File: src/hdl/sdma_pkg.sv
// ----------------------------------------------------------------------------
// Slow-data message assembler package
// Shared types and constants: frame layout, message layout, sync and key
// bytes, and the step numbers of the frame sequence.
// ----------------------------------------------------------------------------
`default_nettype none

package sdma_pkg;

	localparam int unsigned MsgChars    = 20;
	localparam int unsigned StoredChars = 17;

	localparam logic [7:0] SYNC_A    = 8'h55;
	localparam logic [7:0] SYNC_B    = 8'h2d;
	localparam logic [7:0] SYNC_C    = 8'h16;
	localparam logic [7:0] KEY_A     = 8'h70;
	localparam logic [7:0] KEY_B     = 8'h4f;
	localparam logic [7:0] KEY_C     = 8'h93;
	localparam logic [7:0] MARK_BASE = 8'h30;

	localparam logic [7:0] FC_SYNC = 8'h00;

	localparam logic [3:0] STEP_IDLE  = 4'd0;
	localparam logic [3:0] STEP_FIRST = 4'd1;
	localparam logic [3:0] STEP_2     = 4'd2;
	localparam logic [3:0] STEP_3     = 4'd3;
	localparam logic [3:0] STEP_4     = 4'd4;
	localparam logic [3:0] STEP_5     = 4'd5;
	localparam logic [3:0] STEP_6     = 4'd6;
	localparam logic [3:0] STEP_7     = 4'd7;
	localparam logic [3:0] STEP_LAST  = 4'd8;

	// One received frame; frame_control sits in the lowest bits.
	typedef struct packed {
		logic [7:0] slow_byte_c;
		logic [7:0] slow_byte_b;
		logic [7:0] slow_byte_a;
		logic [7:0] frame_control;
	} frame_t;

	// One assembled message; text_low sits in the lowest bits.
	typedef struct packed {
		logic [31:0] text_high;
		logic [63:0] text_mid;
		logic [63:0] text_low;
	} msg_t;

endpackage

`default_nettype wire

File: src/hdl/sdma_in_reg.sv
// ----------------------------------------------------------------------------
// Slow-data message assembler input register
// Holds one frame for the assembler; takes a new item whenever the held one
// is empty or leaves in the same cycle.
// ----------------------------------------------------------------------------
`default_nettype none

module sdma_in_reg (
	input  wire                clk,
	input  wire                arst_n,
	input  wire                s_tvalid,
	output logic               s_tready,
	input  wire  [31:0]        s_tdata,   // frame_control, slow_byte_a, slow_byte_b, slow_byte_c
	input  wire                advance,
	output logic               valid_s1,
	output sdma_pkg::frame_t   frame_s1
);

	assign s_tready = !valid_s1 || advance;

	always_ff @(posedge clk or negedge arst_n) begin
		if (!arst_n) begin
			valid_s1 <= 1'b0;
		end else if (s_tready) begin
			valid_s1 <= s_tvalid;
		end
	end

	always_ff @(posedge clk) begin
		if (s_tvalid && s_tready) begin
			frame_s1 <= sdma_pkg::frame_t'(s_tdata);
		end
	end

endmodule

`default_nettype wire

File: src/hdl/sdma_core.sv
// ----------------------------------------------------------------------------
// Slow-data message assembler core
// Sequence state, descrambling and character store. Decides for the held
// frame whether it syncs, advances the step or completes the message.
// ----------------------------------------------------------------------------
`default_nettype none

module sdma_core (
	input  wire                clk,
	input  wire                arst_n,
	input  wire                fire,
	input  sdma_pkg::frame_t   frame,
	output logic               final_hit,
	output sdma_pkg::msg_t     msg
);

	logic       armed_q;
	logic [3:0] step_q;
	logic [7:0] chars_q [sdma_pkg::StoredChars];

	logic       sync;
	logic       match;
	logic       adv;
	logic [7:0] da;
	logic [7:0] db;
	logic [7:0] dc;
	logic [7:0] marker;

	assign da = frame.slow_byte_a ^ sdma_pkg::KEY_A;
	assign db = frame.slow_byte_b ^ sdma_pkg::KEY_B;
	assign dc = frame.slow_byte_c ^ sdma_pkg::KEY_C;

	assign marker = sdma_pkg::MARK_BASE + {5'd0, step_q[3:1]};

	assign sync = (frame.frame_control == sdma_pkg::FC_SYNC)
		&& (frame.slow_byte_a == sdma_pkg::SYNC_A)
		&& (frame.slow_byte_b == sdma_pkg::SYNC_B)
		&& (frame.slow_byte_c == sdma_pkg::SYNC_C);

	// Odd frames also have to carry the block marker in their first byte.
	assign match = armed_q
		&& (step_q >= sdma_pkg::STEP_FIRST) && (step_q <= sdma_pkg::STEP_LAST)
		&& (frame.frame_control == {4'd0, step_q})
		&& (!step_q[0] || (frame.slow_byte_a == marker));

	assign adv       = !sync && match;
	assign final_hit = adv && (step_q == sdma_pkg::STEP_LAST);

	assign msg.text_low  = {chars_q[7], chars_q[6], chars_q[5], chars_q[4],
	                        chars_q[3], chars_q[2], chars_q[1], chars_q[0]};
	assign msg.text_mid  = {chars_q[15], chars_q[14], chars_q[13], chars_q[12],
	                        chars_q[11], chars_q[10], chars_q[9], chars_q[8]};
	assign msg.text_high = {dc, db, da, chars_q[16]};

	always_ff @(posedge clk or negedge arst_n) begin
		if (!arst_n) begin
			armed_q <= 1'b0;
			step_q  <= sdma_pkg::STEP_IDLE;
		end else if (fire) begin
			if (sync) begin
				armed_q <= 1'b1;
				step_q  <= sdma_pkg::STEP_FIRST;
			end else if (final_hit) begin
				armed_q <= 1'b0;
				step_q  <= sdma_pkg::STEP_IDLE;
			end else if (adv) begin
				step_q <= step_q + 4'd1;
			end
		end
	end

	always_ff @(posedge clk) begin
		if (fire && adv) begin
			case (step_q)
				sdma_pkg::STEP_FIRST: begin
					chars_q[0] <= db;
					chars_q[1] <= dc;
				end
				sdma_pkg::STEP_2: begin
					chars_q[2] <= da;
					chars_q[3] <= db;
					chars_q[4] <= dc;
				end
				sdma_pkg::STEP_3: begin
					chars_q[5] <= db;
					chars_q[6] <= dc;
				end
				sdma_pkg::STEP_4: begin
					chars_q[7] <= da;
					chars_q[8] <= db;
					chars_q[9] <= dc;
				end
				sdma_pkg::STEP_5: begin
					chars_q[10] <= db;
					chars_q[11] <= dc;
				end
				sdma_pkg::STEP_6: begin
					chars_q[12] <= da;
					chars_q[13] <= db;
					chars_q[14] <= dc;
				end
				sdma_pkg::STEP_7: begin
					chars_q[15] <= db;
					chars_q[16] <= dc;
				end
				default: begin
				end
			endcase
		end
	end

	// The assembler is armed exactly when a step is pending.
	a_armed_step: assert property (@(posedge clk) disable iff (!arst_n)
		armed_q == (step_q != sdma_pkg::STEP_IDLE))
		else $error("armed flag and step disagree");

	a_step_range: assert property (@(posedge clk) disable iff (!arst_n)
		step_q <= sdma_pkg::STEP_LAST)
		else $error("step beyond last frame");

	a_sync_arms: assert property (@(posedge clk) disable iff (!arst_n)
		(fire && sync) |=> (armed_q && step_q == sdma_pkg::STEP_FIRST))
		else $error("sync frame did not restart the sequence");

	a_final_disarms: assert property (@(posedge clk) disable iff (!arst_n)
		(fire && final_hit) |=> !armed_q)
		else $error("completed message did not disarm");

endmodule

`default_nettype wire

File: src/hdl/sdma_out_reg.sv
// ----------------------------------------------------------------------------
// Slow-data message assembler output register
// Holds one completed message until the downstream side takes it.
// ----------------------------------------------------------------------------
`default_nettype none

module sdma_out_reg (
	input  wire                clk,
	input  wire                arst_n,
	input  wire                load,
	input  sdma_pkg::msg_t     msg,
	output logic               m_tvalid,
	input  wire                m_tready,
	output logic [159:0]       m_tdata    // text_low, text_mid, text_high
);

	sdma_pkg::msg_t msg_q;

	assign m_tdata = msg_q;

	always_ff @(posedge clk or negedge arst_n) begin
		if (!arst_n) begin
			m_tvalid <= 1'b0;
		end else if (load) begin
			m_tvalid <= 1'b1;
		end else if (m_tready) begin
			m_tvalid <= 1'b0;
		end
	end

	always_ff @(posedge clk) begin
		if (load) begin
			msg_q <= msg;
		end
	end

endmodule

`default_nettype wire

File: src/hdl/slow_data_message_assembler.sv
// ----------------------------------------------------------------------------
// Slow-data message assembler
// Collects the 20-character user text from the slow data of voice frames.
// ----------------------------------------------------------------------------
// The block takes one frame per clock cycle unless the input side stalls. A
// frame passes through an input register and the sequence logic. A completed
// message appears on the master side at the clock edge at which its last frame
// leaves the input register. The output register holds a message until it is
// taken, and frames keep flowing meanwhile. The input side stalls only in one
// case: the frame in the input register would complete a second message while
// the first one is still held and is not taken in that cycle.
// A sync frame (control byte 0, slow data 55 2d 16) arms the sequence; frames
// 1 to 8 must then follow in order.
`default_nettype none

module slow_data_message_assembler (
	input  wire           clk,
	input  wire           arst_n,
	input  wire           s_tvalid,
	output logic          s_tready,
	input  wire  [31:0]   s_tdata,   // frame_control, slow_byte_a, slow_byte_b, slow_byte_c
	output logic          m_tvalid,
	input  wire           m_tready,
	output logic [159:0]  m_tdata    // text_low, text_mid, text_high
);

	logic             valid_s1;
	sdma_pkg::frame_t frame_s1;
	logic             final_hit;
	logic             fire;
	sdma_pkg::msg_t   msg;

	// A completing frame waits while the output register holds a message that
	// is not taken in this cycle.
	assign fire = valid_s1 && (!final_hit || !m_tvalid || m_tready);

	sdma_in_reg u_in (
		.clk      (clk),
		.arst_n   (arst_n),
		.s_tvalid (s_tvalid),
		.s_tready (s_tready),
		.s_tdata  (s_tdata),
		.advance  (fire),
		.valid_s1 (valid_s1),
		.frame_s1 (frame_s1)
	);

	sdma_core u_core (
		.clk       (clk),
		.arst_n    (arst_n),
		.fire      (fire),
		.frame     (frame_s1),
		.final_hit (final_hit),
		.msg       (msg)
	);

	sdma_out_reg u_out (
		.clk      (clk),
		.arst_n   (arst_n),
		.load     (fire && final_hit),
		.msg      (msg),
		.m_tvalid (m_tvalid),
		.m_tready (m_tready),
		.m_tdata  (m_tdata)
	);

endmodule

`default_nettype wire

File: config.mk
export PLATFORM = sky130hd
export DESIGN_NAME = slow_data_message_assembler
export DESIGN_NICKNAME = d
export VERILOG_FILES = /design/src/hdl/sdma_pkg.sv /design/src/hdl/sdma_in_reg.sv /design/src/hdl/sdma_core.sv /design/src/hdl/sdma_out_reg.sv /design/src/hdl/slow_data_message_assembler.sv
export SDC_FILE = /design/constraint.sdc
export NUM_CORES = 1
export LEC_CHECK = 0
export ABC_AREA = 1
export BUFFER_PORTS_ARGS = -buffer_cell sky130_fd_sc_hd__buf_4
export CAP_MARGIN = 20
export CORE_AREA = 5 5 134 199
export DETAILED_ROUTE_END_ITERATION = 10
export DIE_AREA = 0 0 139 204
export GPL_ROUTABILITY_DRIVEN = 0
export PLACE_DENSITY_LB_ADDON = 0.12
export RECOVER_POWER = 25
export SETUP_SLACK_MARGIN = 0.3
export SLEW_MARGIN = 20
export SYNTH_ARGS = -nofsm -noshare
export SYNTH_HDL_FRONTEND = slang
export SYNTH_SLANG_ARGS = --single-unit
File: constraint.sdc
create_clock -name clk -period 6.9 [get_ports clk]
set_input_delay 1.38 -clock clk [delete_from_list [all_inputs] [get_ports clk]]
set_output_delay 1.38 -clock clk [all_outputs]
set_load 0.02 [all_outputs]
# == Word level (Yosys, flattened, before mapping) ==
# Memories as Yosys holds them, arrays and structs flattened. A register that Yosys moved wholly into a read port is not among the register bits.
# Index checks and enable logic that the tools add are counted.
# classes
n_addsub,2
n_reduce_logical,42
bitwise_logic,3
muxes,70
eq_ne,13
order_cmp,2
# ops
cell,n
8-bit two-way mux,14
8-bit OR reduction,14
5-bit two-way mux,14
1-bit two-way mux,39
4-bit by 3-bit equality test with 1-bit output (second input constant),4
1-bit logical AND,13
4-bit two-way mux,3
4-bit by 2-bit equality test with 1-bit output (second input constant),2
8-bit by 4-bit equality test with 1-bit output,1
8-bit by 5-bit equality test with 1-bit output (second input constant),1
8-bit by 6-bit equality test with 1-bit output (second input constant),1
8-bit by 7-bit equality test with 1-bit output (second input constant),1
8-bit equality test,1
8-bit logical NOT,1
6-bit by 3-bit adder with 7-bit output (first input constant),1
1-bit logical NOT,5
5-bit inverter,1
4-bit by 1-bit adder with 4-bit output (second input constant),1
4-bit by 1-bit equality test with 1-bit output (second input constant),1
4-bit equality test (second input constant),1
4-bit by 1-bit >= comparator with 1-bit output (second input constant),1
4-bit <= comparator (second input constant),1
1-bit logical OR,4
4-bit inverter,1
4 further kinds,6
# totals
out_inout_bits,162
n_memories,1
word_cells,142
inputBits,36
reg_bits,71
ram_bits,136
# memory_table
memory,words,word_bits,read_ports,rd_ports_with_merged_regs,wr,line,rtl
u_core.chars_q,17,8,17,17,3,sdma_core.sv:19,logic [7:0] chars_q [sdma_pkg::StoredChars];

# == Logic depth before layout (Yosys ltp) ==
# Gate-level depths: netlist of run 1.
# depth
depth_word,21
ltp_mapped,14
depth_no_buf,14

# == Modules after synthesis ==
# A second synthesis of run 1 with hierarchy kept.
# hier_totals
cells_unflattened,498
area_unflattened_um2,10880.4
# by_module_without_submodules
mod,instances,seq_area_each_um2,cells_per_inst,area_per_inst_um2
sdma_core,1,4209.0,289,4996.0
sdma_out_reg,1,4829.6,165,4844.6
sdma_in_reg,1,985.9,38,1006.0
slow_data_message_assembler,1,0.0,6,33.8

# == Worst setup path after synthesis of run 1 ==
# No wires, ideal clock.
# synth_path
path_kind,input to register
from,input port m_tready
to,"register, netlist name m_tdata[0]"
n_path_buf,0
arrival_ns,4.735
setup_time_ns,0.512
slack_ns,1.653
path_stages,4
t_required_ns,6.388
cell_sequence,nor2_1 inv_1 nand3_1 inv_1
# synth_via
elab_chain_len,3
# synth_rtl
item,line,rtl
from (decl),slow_data_message_assembler.sv:23,"input wire m_tready,"
1-bit logical OR,slow_data_message_assembler.sv:35,assign fire = valid_s1 && (!final_hit || !m_tvalid || m_tready);
1-bit logical AND,slow_data_message_assembler.sv:35,
1-bit logical AND,slow_data_message_assembler.sv:60,".load (fire && final_hit),"
via u_out.load,sdma_out_reg.sv:10,"input wire load,"
# The timed path passes the listed nets, and every way through them passes these cells.
# A chain may end at the register's enable or synchronous reset.

# == Final worst setup path of run 1 ==
# layout_path
from,register u_core.step_q[0]
to,output port s_tready
# layout_via
elab_chain_len,12
elab_cells_between_ends,17
classes_between,order compare: 2; eq/ne: 2; reduce/logical: 13
# layout_rtl
item,line,rtl
from (decl),sdma_core.sv:18,logic [3:0] step_q;
from (signal assigned),sdma_core.sv:58,step_q <= sdma_pkg::STEP_IDLE;
from (signal assigned),sdma_core.sv:62,step_q <= sdma_pkg::STEP_FIRST;
from (signal assigned),sdma_core.sv:65,step_q <= sdma_pkg::STEP_IDLE;
4-bit by 1-bit >= comparator with 1-bit output,sdma_core.sv:42,&& (step_q >= sdma_pkg::STEP_FIRST) && (step_q <= sdma_pkg::STEP_LAST)
1-bit logical AND (2 in series),sdma_core.sv:42,
1-bit logical AND,sdma_core.sv:43,"&& (frame.frame_control == {4'd0, step_q})"
1-bit logical AND,sdma_core.sv:44,&& (!step_q[0] || (frame.slow_byte_a == marker));
1-bit logical AND,sdma_core.sv:46,assign adv = !sync && match;
1-bit logical AND *,sdma_core.sv:47,assign final_hit = adv && (step_q == sdma_pkg::STEP_LAST);
1-bit logical NOT *,slow_data_message_assembler.sv:35,
1-bit logical OR * (2 in series),slow_data_message_assembler.sv:35,
1-bit logical AND *,slow_data_message_assembler.sv:35,
1-bit logical OR *,sdma_in_reg.sv:19,assign s_tready = !valid_s1 || advance;
to (decl),slow_data_message_assembler.sv:20,"output logic s_tready,"
# Every way passes the cells marked *; elsewhere a longest branch is shown, timed or not.

==> results.py, run 1 <==
metrics = {
    "place": {
        "hpwl_um": 13770,
        "postPlaceCellArea_um2": 12830,
        "dp.cells": 1047,
        "io_buffers": 197,
    },
    "timing": {
        "slew_violations": 0,
        "fin_crit_ns": 3.726,
        "rsz0062_at_grt": "no",
        "setup_viol_count_final": 0,
        "slew_headroom_pct": 32.83,
        "finalHoldViolCount": 0,
        "fmax_mhz": 268.4,
        "finClkSkew_ns": 0.02017,
        "tightest_slew_ns": 1.005,
        "period_share_pct": 54.00,
        "tns_ns": 0,
    },
    "logic_synthesis": {
        "ys_top_cells_by_area": "edfxtp_1 90%, nand2_1 1.9%, dfrtp_1 1.6%",
        "synth_cell_types": 24,
        "yosysSeqAreaShare_pct": 92.06,
        "synth-seq-cells": 335,
        "synth_cells": 520,
        "synth_top_area_share_pct": 90.45,
        "syn_nets": 560,
        "ys.warnings.count": 0,
        "syn_area_um2": 10890,
        "avgSynthCellArea_um2": 20.94,
        "synth_largest_area_cell": "edfxtp_1",
    },
    "clock_tree": {
        "cts_root_buf": "clkbuf_16",
        "cts_sinks": 335,
        "holdBufCountCts": 0,
        "numCtsBuffers": 30,
        "cts_buffer_depth": 3,
        "insertion_delay_ns": 0.54,
        "cts-htree-levels": 1,
        "cts_setup_buffers": 0,
        "clk_pin_slew_ns": 0.06,
        "tritoncts": "yes",
        "cts_resized": 0,
    },
    "die": {
        "rows": 71,
        "die-width_um": 139,
        "io-pin-count": 198,
        "core_um2": 24870,
        "die_area_um2": 28360,
        "initial_core_util_pct": 43.78,
        "dieHeight_um": 204,
    },
    "power": {
        "netSwitchingPower_uw": 714.6,
        "seqPwrFrac_pct": 57.8,
        "leakage_uw": 0.005008,
        "power.total_uw": 3915,
        "intPower_uw": 3201,
        "peakVddDrop_uv": 171.0,
        "combPwrFrac_pct": 1.2,
        "p_per_area_nw_per_um2": 283.9,
        "clkPwrFrac_pct": 41.0,
        "p_sw_share_pct": 18.25,
    },
    "final_layout": {
        "final_nets": 791,
        "nFillCells": 1967,
        "antennaDiodeCount": 0,
        "area_growth_pct": 26.62,
        "final_util_pct": 55.43,
        "final_cells": 1096,
        "stdcell_area_um2": 13790,
        "drive_gt1_share_pct": 35.29,
    },
    "setup_path": {
        "path_common_cell": "nor2_2",
        "r2r_end": "m_tdata[100]",
        "r2r_cells": 11,
        "critPathKind": "reg -> out",
        "start_kind": "flop",
        "required_ns": 5.52,
        "critical_path.max_fanout": 7,
        "arrival_ns": 2.35,
        "crit_start": "u_core.step_q[0]",
        "endpoint": "s_tready",
        "cp.depth": 10,
        "ff2ff_setup_slack_ns": 3.31,
        "critPathTopFamily": "simple AND/OR/NAND/NOR gates",
        "worst-path-buf-inv": 3,
        "cp-end-kind": "output pin",
        "path_cells": "inv_2, ha_1, nand3_2, o21ai_1, inv_1, nor2_2, nand4_2, nor2_2, nand2_2, buf_4",
        "cpMaxStageDelayCell": "dfrtp_1",
        "r2r_start": "u_core.step_q[0]",
        "max_stage_delay_ns": 0.47,
    },
    "worst_hold_path": {
        "hold_path.class": "reg -> reg",
        "min-delay-start": "u_core.chars_q[0][104]",
        "whs_path_depth": 0,
    },
    "global_routing": {
        "grt_max_degree": 102,
        "antenna_found_initial": 0,
        "groute.usage.overall_pct": 14.45,
        "overflow": 0,
        "grt_pass1_vias": 5317,
        "grt_pass1_wl_um": 31340,
    },
    "detailed_routing": {
        "ant_nets": 0,
        "drt_wl_total_um": 20760,
        "drt_iter0_drc": 359,
        "vias_per_cell": 4.571,
        "wl_per_cell_um": 18.94,
        "drc_errors": 0,
        "drtPass1Iterations": 4,
        "vias": 5010,
    },
    "run_status": {
        "status": "complete, no violations",
    },
    "run": {
        "maxCapViolCount": 0,
    },
}
[cell families (layout without fill, tap and decap cells)]
family          Yosys count  count (layout)  share of synthesized area (%)
compound gates            2               2                        0.09183
xor+xnor                  4               4                         0.3217
fa+ha+maj                 4               4                         0.4596
buf+inv                  47             295                          1.747
flops                   335             335                          92.06
simple gates            128             128                          5.320
[cells in the mapped netlist]
master	instances
and2_1	1
nand2_1	56
clkinv_1	1
edfxtp_1	328
buf_4	1
inv_1	39
nand3_2	2
o21ai_1	1
nand4_1	5
dfrtp_1	7
xor2_1	4
inv_2	4
nor2_2	4
ha_1	4
nor2_1	33
nand3b_1	1
buf_6	1
o21ai_0	1
nor2_4	1
nand2_2	8
nand3_1	15
inv_4	1
nor2b_1	1
nand4_2	1
[worst min path at each step]
stage | to | slack [ns]
3_5_place_dp | m_tdata[103] | 0.40
4_1_cts | m_tdata[103] | 0.41
2_1_floorplan | m_tdata[0] | 0.40
5_1_grt | m_tdata[45] | 0.42
6_report | m_tdata[104] | 0.41
3_3_place_gp | m_tdata[70] | 0.40
[power groups by stage]
stage	logic, µW	registers [µW]	clock network, µW
after floorplan	22.6	2300	0
after global placement	47.6	2310	0
after detailed placement	49.9	2310	0
after CTS	50.0	2260	1650
after global routing	55.8	2260	1740
final	48.1	2260	1600
[routing by layer]
metal | global-route usage [%] | part of all wire (%)
met5 | 0 | 0
met4 | 3.427 | 1.1
met3 | 2.903 | 5.4
met2 | 26.77 | 55
met1 | 17.38 | 38
[layout make-up]
| type | instances | area [µm²] | share of cell area (%) |
|---|---|---|---|
| Clock buffer | 32 | 758.2 | 5.499 |
| Clock inverter | 17 | 197.7 | 1.434 |
| Multi-Input combinational cell | 138 | 711.9 | 5.163 |
| Tap cell | 328 | 410.4 | 2.976 |
| Inverter | 45 | 176.4 | 1.279 |
| Sequential cell | 335 | 10020 | 72.70 |
| Timing Repair Buffer | 201 | 1509 | 10.94 |
[worst reg2reg max path, stage by stage, from the launching register on]
cell and delay (ns):
dfrtp_1 0.47, inv_2 0.12, ha_1 0.23, nand3_2 0.12, o21ai_1 0.14, inv_1 0.06, nor2_2 0.14, nand4_2 0.12
clkinv_1 0.09, nand3_1 0.17, inv_6 0.63, buf_4 0.88
[state kept, by name, indices dropped and copies added, names as in the netlist]
name and flops:
u_out.m_tdata 24, u_core.step_q 4, u_out.m_tvalid 1, u_core.chars_q 136, m_tdata 136, u_in.valid_s1 1, u_core.armed_q 1, u_in.frame_s1 32
[through the flow]
step | hold slack [ns] | setup slack [ns]
floorplan | 0.4003 | 1.653
finish | 0.4096 | 3.174
detailed placement | 0.4045 | 3.157
global route | 0.4167 | 2.998
global placement | 0.4012 | 3.264
CTS | 0.4142 | 3.158
[placed cells by master, fill, tap and decap left out, types with 5 or more instances in the layout]
| cell | instances |
|---|---|
| nor2_2 | 7 |
| nand3_1 | 15 |
| dfrtp_1 | 7 |
| inv_2 | 5 |
| buf_4 | 199 |
| nor2_4 | 5 |
| clkinv_1 | 7 |
| nand2_2 | 8 |
| edfxtp_1 | 328 |
| nand4_1 | 5 |
| nand2_1 | 56 |
| inv_1 | 37 |
| nor2_1 | 26 |
| clkbuf_16 | 30 |
Note: power is estimated with default switching activity, not from simulation.
==> inputs of run 2 (changes only) <==
clock period = 3.2 ns   (was 6.9 ns; I/O delays follow)
==> run 2 against run 1 <==
Net effect: via count grew 3.9%; clock-buffer cell count is the same; register-to-register slack lost 2.8 ns; setup slack lost 2.8 ns; sequential power grew 120%; critical path depth is the same; first-iteration DRC count shrank 17%; power grew 120%.
==> results.py, run 2 (synthesized netlist as in run 1, its figures left out) <==
metrics = {
    "setup_path": {
        "critical_path.max_fanout": 3,
        "arrival_ns": 2.20,
        "critPathKind": "reg -> out",
        "cp-end-kind": "output pin",
        "required_ns": 2.56,
        "start_kind": "flop",
    },
    "final_layout": {
        "stdcell_area_um2": 14130,
        "nFillCells": 1905,
        "final_cell_mix": "328 x edfxtp_1, 190 x buf_4, 56 x nand2_1",
        "final_util_pct": 56.82,
        "final_common_cell": "edfxtp_1",
        "antennaDiodeCount": 0,
        "final_nets": 820,
        "area_growth_pct": 29.78,
        "drive_gt1_share_pct": 38.47,
    },
    "global_routing": {
        "grt_pass1_vias": 5338,
        "overflow": 0,
        "antenna_found_initial": 0,
        "groute.usage.overall_pct": 15.20,
        "grt_max_degree": 71,
        "grt_pass1_wl_um": 32800,
    },
    "power": {
        "combPwrFrac_pct": 1.5,
        "leakage_uw": 0.005167,
        "intPower_uw": 6874,
        "p_sw_share_pct": 18.70,
        "peakVddDrop_uv": 437.5,
        "seqPwrFrac_pct": 57.6,
        "netSwitchingPower_uw": 1581,
        "clkPwrFrac_pct": 40.9,
        "p_per_area_nw_per_um2": 598.2,
    },
    "place": {
        "io_buffers": 197,
        "hpwl_um": 15060,
        "dp_slack_ns": 0.4766,
        "postPlaceCellArea_um2": 13010,
    },
    "detailed_routing": {
        "vias_per_cell": 4.623,
        "ant_nets": 0,
        "wl_per_cell_um": 19.80,
        "drtPass1Iterations": 4,
        "drc_errors": 0,
        "vias": 5205,
        "drt_wl_total_um": 22300,
        "drt_iter0_drc": 297,
    },
    "timing": {
        "rsz0062_at_grt": "yes",
        "tightest_slew_ns": 0.4664,
        "finClkSkew_ns": 0.01453,
        "finalHoldViolCount": 0,
        "period_share_pct": 88.69,
        "slew_headroom_pct": 68.83,
        "timing.final.ws_setup_ns": 0.3619,
        "setup_viol_count_final": 0,
        "slew_violations": 0,
        "fin_crit_ns": 2.838,
        "fmax_mhz": 352.3,
    },
    "clock_tree": {
        "cts_sinks": 335,
        "insertion_delay_ns": 0.55,
        "numCtsBuffers": 29,
        "tritoncts": "yes",
        "cts-htree-levels": 1,
        "clk_pin_slew_ns": 0.07,
        "cts_root_buf": "clkbuf_16",
        "cts_buffer_depth": 3,
    },
    "die": {
        "core_um2": 24870,
        "rows": 71,
        "io-pin-count": 198,
        "initial_core_util_pct": 43.78,
        "die_area_um2": 28360,
        "die-width_um": 139,
        "dieHeight_um": 204,
    },
    "worst_hold_path": {
        "hold_path.class": "in -> reg",
    },
    "run_status": {
        "status": "complete, no violations",
    },
    "run": {
        "maxCapViolCount": 0,
    },
}
run 2: critical path: stages, from the launching register on:
cell,delay [ns]
dfrtp_2,0.43
inv_4,0.09
ha_4,0.17
nand3_4,0.09
o21ai_2,0.17
inv_2,0.06
nor2_4,0.13
nand4_4,0.12
nor2_4,0.17
nand2_4,0.07
buf_6,0.14
run 2: final timing paths:
check	startpoint	to	slack, ns	cells after the start
max reg2reg	u_in.frame_s1[24]	u_core.chars_q[0][106]	0.49	12
max in group asynchronous	arst_n	u_core.step_q[2]	2.40	2
min in group asynchronous	arst_n	u_core.armed_q	0.50	2
min	s_tdata[28]	u_in.frame_s1[28]	0.29	1
max	u_core.step_q[1]	s_tready	0.36	10
min reg2reg	u_core.chars_q[0][97]	m_tdata[97]	0.41	0
run 2: area by class of cell:
cell class / count / area [µm²] / share of cell area [%]
Clock buffer: 32 / 737.0 / 5.215
Clock inverter: 17 / 209.0 / 1.479
Inverter: 45 / 181.4 / 1.284
Multi-Input combinational cell: 138 / 784.5 / 5.551
Sequential cell: 335 / 10030 / 70.97
Tap cell: 328 / 410.4 / 2.904
Timing Repair Buffer: 231 / 1780 / 12.60
run 2: what timing repair did:
| item | 4_1_cts | 5_1_grt |
|---|---|---|
| gates resized for setup | 3 | 11 |
| hold buffers | 1 | 0 |
| setup buffers | 2 | 17 |
| setup endpoints to repair | 1 | 30 |
| pin swaps | 0 | 5 |
| hold endpoints to repair | 7 | 0 |
run 2: power by group through the flow:
stage               logic, µW  registers, µW  clock network [µW]
floorplan                48.8           4960                   0
global placement          118           4970                   0
detailed placement        120           4970                   0
CTS                       121           4880                3550
global route              140           4870                3730
finish                    124           4870                3460
run 2: layer usage:
metal	track usage, %	vias up	wire length [µm]
met1	17.66	2566	8140
met4	4.720	0	554
met5	0	-	0
met3	2.809	28	1250
met2	28.47	174	12350
li1	-	2437	-
run 2: through the flow:
stage                     total power, µW  hold WS (ns)  setup TNS, ns  cells
after CTS                            8542        0.2460              0   1109
after global routing                 8748        0.2613              0   1126
after floorplan                      5004        0.3444        -122.14    520
final                                8454        0.2902              0   1126
after detailed placement             5090        0.4045              0   1057
after global placement               5086        0.4007              0   1057
==> inputs of run 3 (changes only) <==
BUFFER_PORTS_ARGS = -buffer_cell sky130_fd_sc_hd__buf_2   (was -buffer_cell sky130_fd_sc_hd__buf_4)
==> run 3 against run 2 <==
Net effect: critical path depth stayed put; global-route usage hardly changed; sequential share of layout area rose by 2.5 points; utilization shrank 1.9 points; first-iteration DRC count rose by 7.1%; highest routed layer unchanged; worst hold slack got worse by 0.013 ns; critical endpoint unchanged; clock power down 2%; clock-buffer cell count rose by 6; power is 0.70% lower; final area decreased by 3.4%; via count decreased by 0.25%.
==> results.py, run 3 (synthesized netlist as in run 1, its figures left out) <==
metrics = {
    "die": {
        "dieHeight_um": 204,
        "io-pin-count": 198,
        "initial_core_util_pct": 43.78,
        "die_area_um2": 28360,
        "core_um2": 24870,
        "die-width_um": 139,
        "rows": 71,
    },
    "timing": {
        "setup_viol_count_final": 0,
        "rsz0062_at_grt": "yes",
        "fmax_mhz": 353.1,
        "period_share_pct": 88.51,
        "finalHoldViolCount": 0,
        "timing.hold.ws_ns": 0.2769,
        "slew_headroom_pct": 63.51,
        "fin_crit_ns": 2.832,
        "slew_violations": 0,
        "finClkSkew_ns": 0.009819,
        "tightest_slew_ns": 0.5462,
    },
    "setup_path": {
        "critPathKind": "reg -> out",
        "r2r_cells": 13,
        "arrival_ns": 2.19,
        "max_stage_delay_ns": 0.44,
        "cp.depth": 10,
        "start_kind": "flop",
        "path_cells": "inv_4, ha_4, nand3_4, o21ai_2, inv_2, nor2_4, nand4_4, nor2_4, nand2_4, buf_6",
        "cpMaxStageDelayCell": "dfrtp_2",
        "required_ns": 2.56,
        "worst-path-buf-inv": 3,
        "critPathTopFamily": "simple AND/OR/NAND/NOR gates",
        "critical_path.max_fanout": 4,
        "cp-end-kind": "output pin",
        "path_common_cell": "nor2_4",
    },
    "detailed_routing": {
        "ant_nets": 0,
        "drt_iter0_drc": 318,
        "wl_per_cell_um": 19.58,
        "vias": 5192,
        "drc_errors": 0,
        "drt_wl_total_um": 22020,
        "vias_per_cell": 4.615,
        "drtPass1Iterations": 4,
    },
    "worst_hold_path": {
        "whs_path_depth": 1,
        "hold_path.class": "in -> reg",
    },
    "global_routing": {
        "grt_pass1_vias": 5508,
        "antenna_found_initial": 0,
        "overflow": 0,
        "grt_max_degree": 50,
        "met3_usage_pct": 2.809,
        "use_met1_pct": 17.45,
        "grt_pass1_wl_um": 32890,
        "grt_use_met2_pct": 28.58,
        "busiest_layer": "met2",
        "groute.usage.overall_pct": 15.17,
    },
    "clock_tree": {
        "tritoncts": "yes",
        "numCtsBuffers": 29,
        "cts_buffer_depth": 3,
        "clk_pin_slew_ns": 0.06,
        "cts_sinks": 335,
        "cts-htree-levels": 1,
        "insertion_delay_ns": 0.54,
        "cts_root_buf": "clkbuf_16",
    },
    "final_layout": {
        "seq_area_um2": 10030,
        "final_cell_mix": "328 x edfxtp_1, 186 x buf_2, 56 x nand2_1",
        "final_nets": 817,
        "drive_gt1_share_pct": 37.64,
        "nFillCells": 1985,
        "antennaDiodeCount": 0,
        "final_common_cell": "edfxtp_1",
        "area_growth_pct": 25.34,
        "final_cells": 1125,
        "multiInputGateArea_um2": 784.5,
    },
    "place": {
        "dp.cells": 1058,
        "io_buffers": 197,
        "hpwl_um": 15240,
    },
    "power": {
        "leakage_uw": 0.004987,
        "power.total_uw": 8395,
        "p_per_area_nw_per_um2": 615.1,
        "peakVddDrop_uv": 374.8,
    },
    "run_status": {
        "status": "complete, no violations",
    },
    "run": {
        "maxCapViolCount": 0,
    },
}
## run 3: cell type report
type / count / share of cell area [%]
clock buffer: 38 / 5.711
clock inverter: 13 / 1.082
inverter: 45 / 1.329
multi-input combinational: 138 / 5.748
sequential: 335 / 73.49
tap: 328 / 3.007
timing repair buffer: 228 / 9.635
## run 3: stage by stage
| step | worst slack, ns | area (µm²) | util [%] | setup TNS, ns |
|---|---|---|---|---|
| final | 0.3678 | 13650 | 54.87 | 0 |
| after global routing | 0.1826 | 13650 | 54.87 | 0 |
| after CTS | 0.3036 | 13550 | 54.46 | 0 |
| after detailed placement | 0.4527 | 12560 | 50.51 | 0 |
| after global placement | 0.5770 | 12560 | 50.51 | 0 |
| after floorplan | -0.7634 | 10940 | - | -122.14 |
## run 3: final timing paths
| check | from | end | slack, ns |
|---|---|---|---|
| setup / recovery | u_core.step_q[1] | s_tready | 0.37 |
| hold / removal | s_tdata[21] | u_in.frame_s1[21] | 0.28 |
| setup reg to reg | u_in.frame_s1[24] | u_core.chars_q[0][64] | 0.47 |
| hold reg to reg | u_core.chars_q[0][57] | m_tdata[57] | 0.41 |
| max in group asynchronous | arst_n | u_core.step_q[1] | 2.39 |
| min in group asynchronous | arst_n | u_core.step_q[3] | 0.52 |
## run 3: per-layer routing
layer / vias to the layer above / wire [µm] / part of all wire, %
met4: 0 / 555 / 2.5
met2: 173 / 12200 / 55
met3: 35 / 1121 / 5.1
li1: 2419 / - / -
met1: 2565 / 8145 / 37
met5: - / 0 / 0
## run 3: worst register-to-register path: cells and delay by family, from the launching register on
family        cells  cell delay [ns]
flops             1             0.36
simple gates     10             1.52
buf+inv           3             0.55
## run 3: report_power, final
group | internal [µW] | switching, µW | total, µW
Sequential | 4840 | 34.3 | 4870
Combinational | 43.5 | 76.0 | 119
Clock | 1950 | 1450 | 3400
## run 3: repair_timing
action                                 in CTS  in global routing
setup endpoints to repair                   1                 30
endpoints found under the hold margin       7                  0
hold buffers                                1                  0
cloned                                      0                  0
buffers inserted                            4                 11
resized for setup                           3                 11
pin swaps                                   0                  5
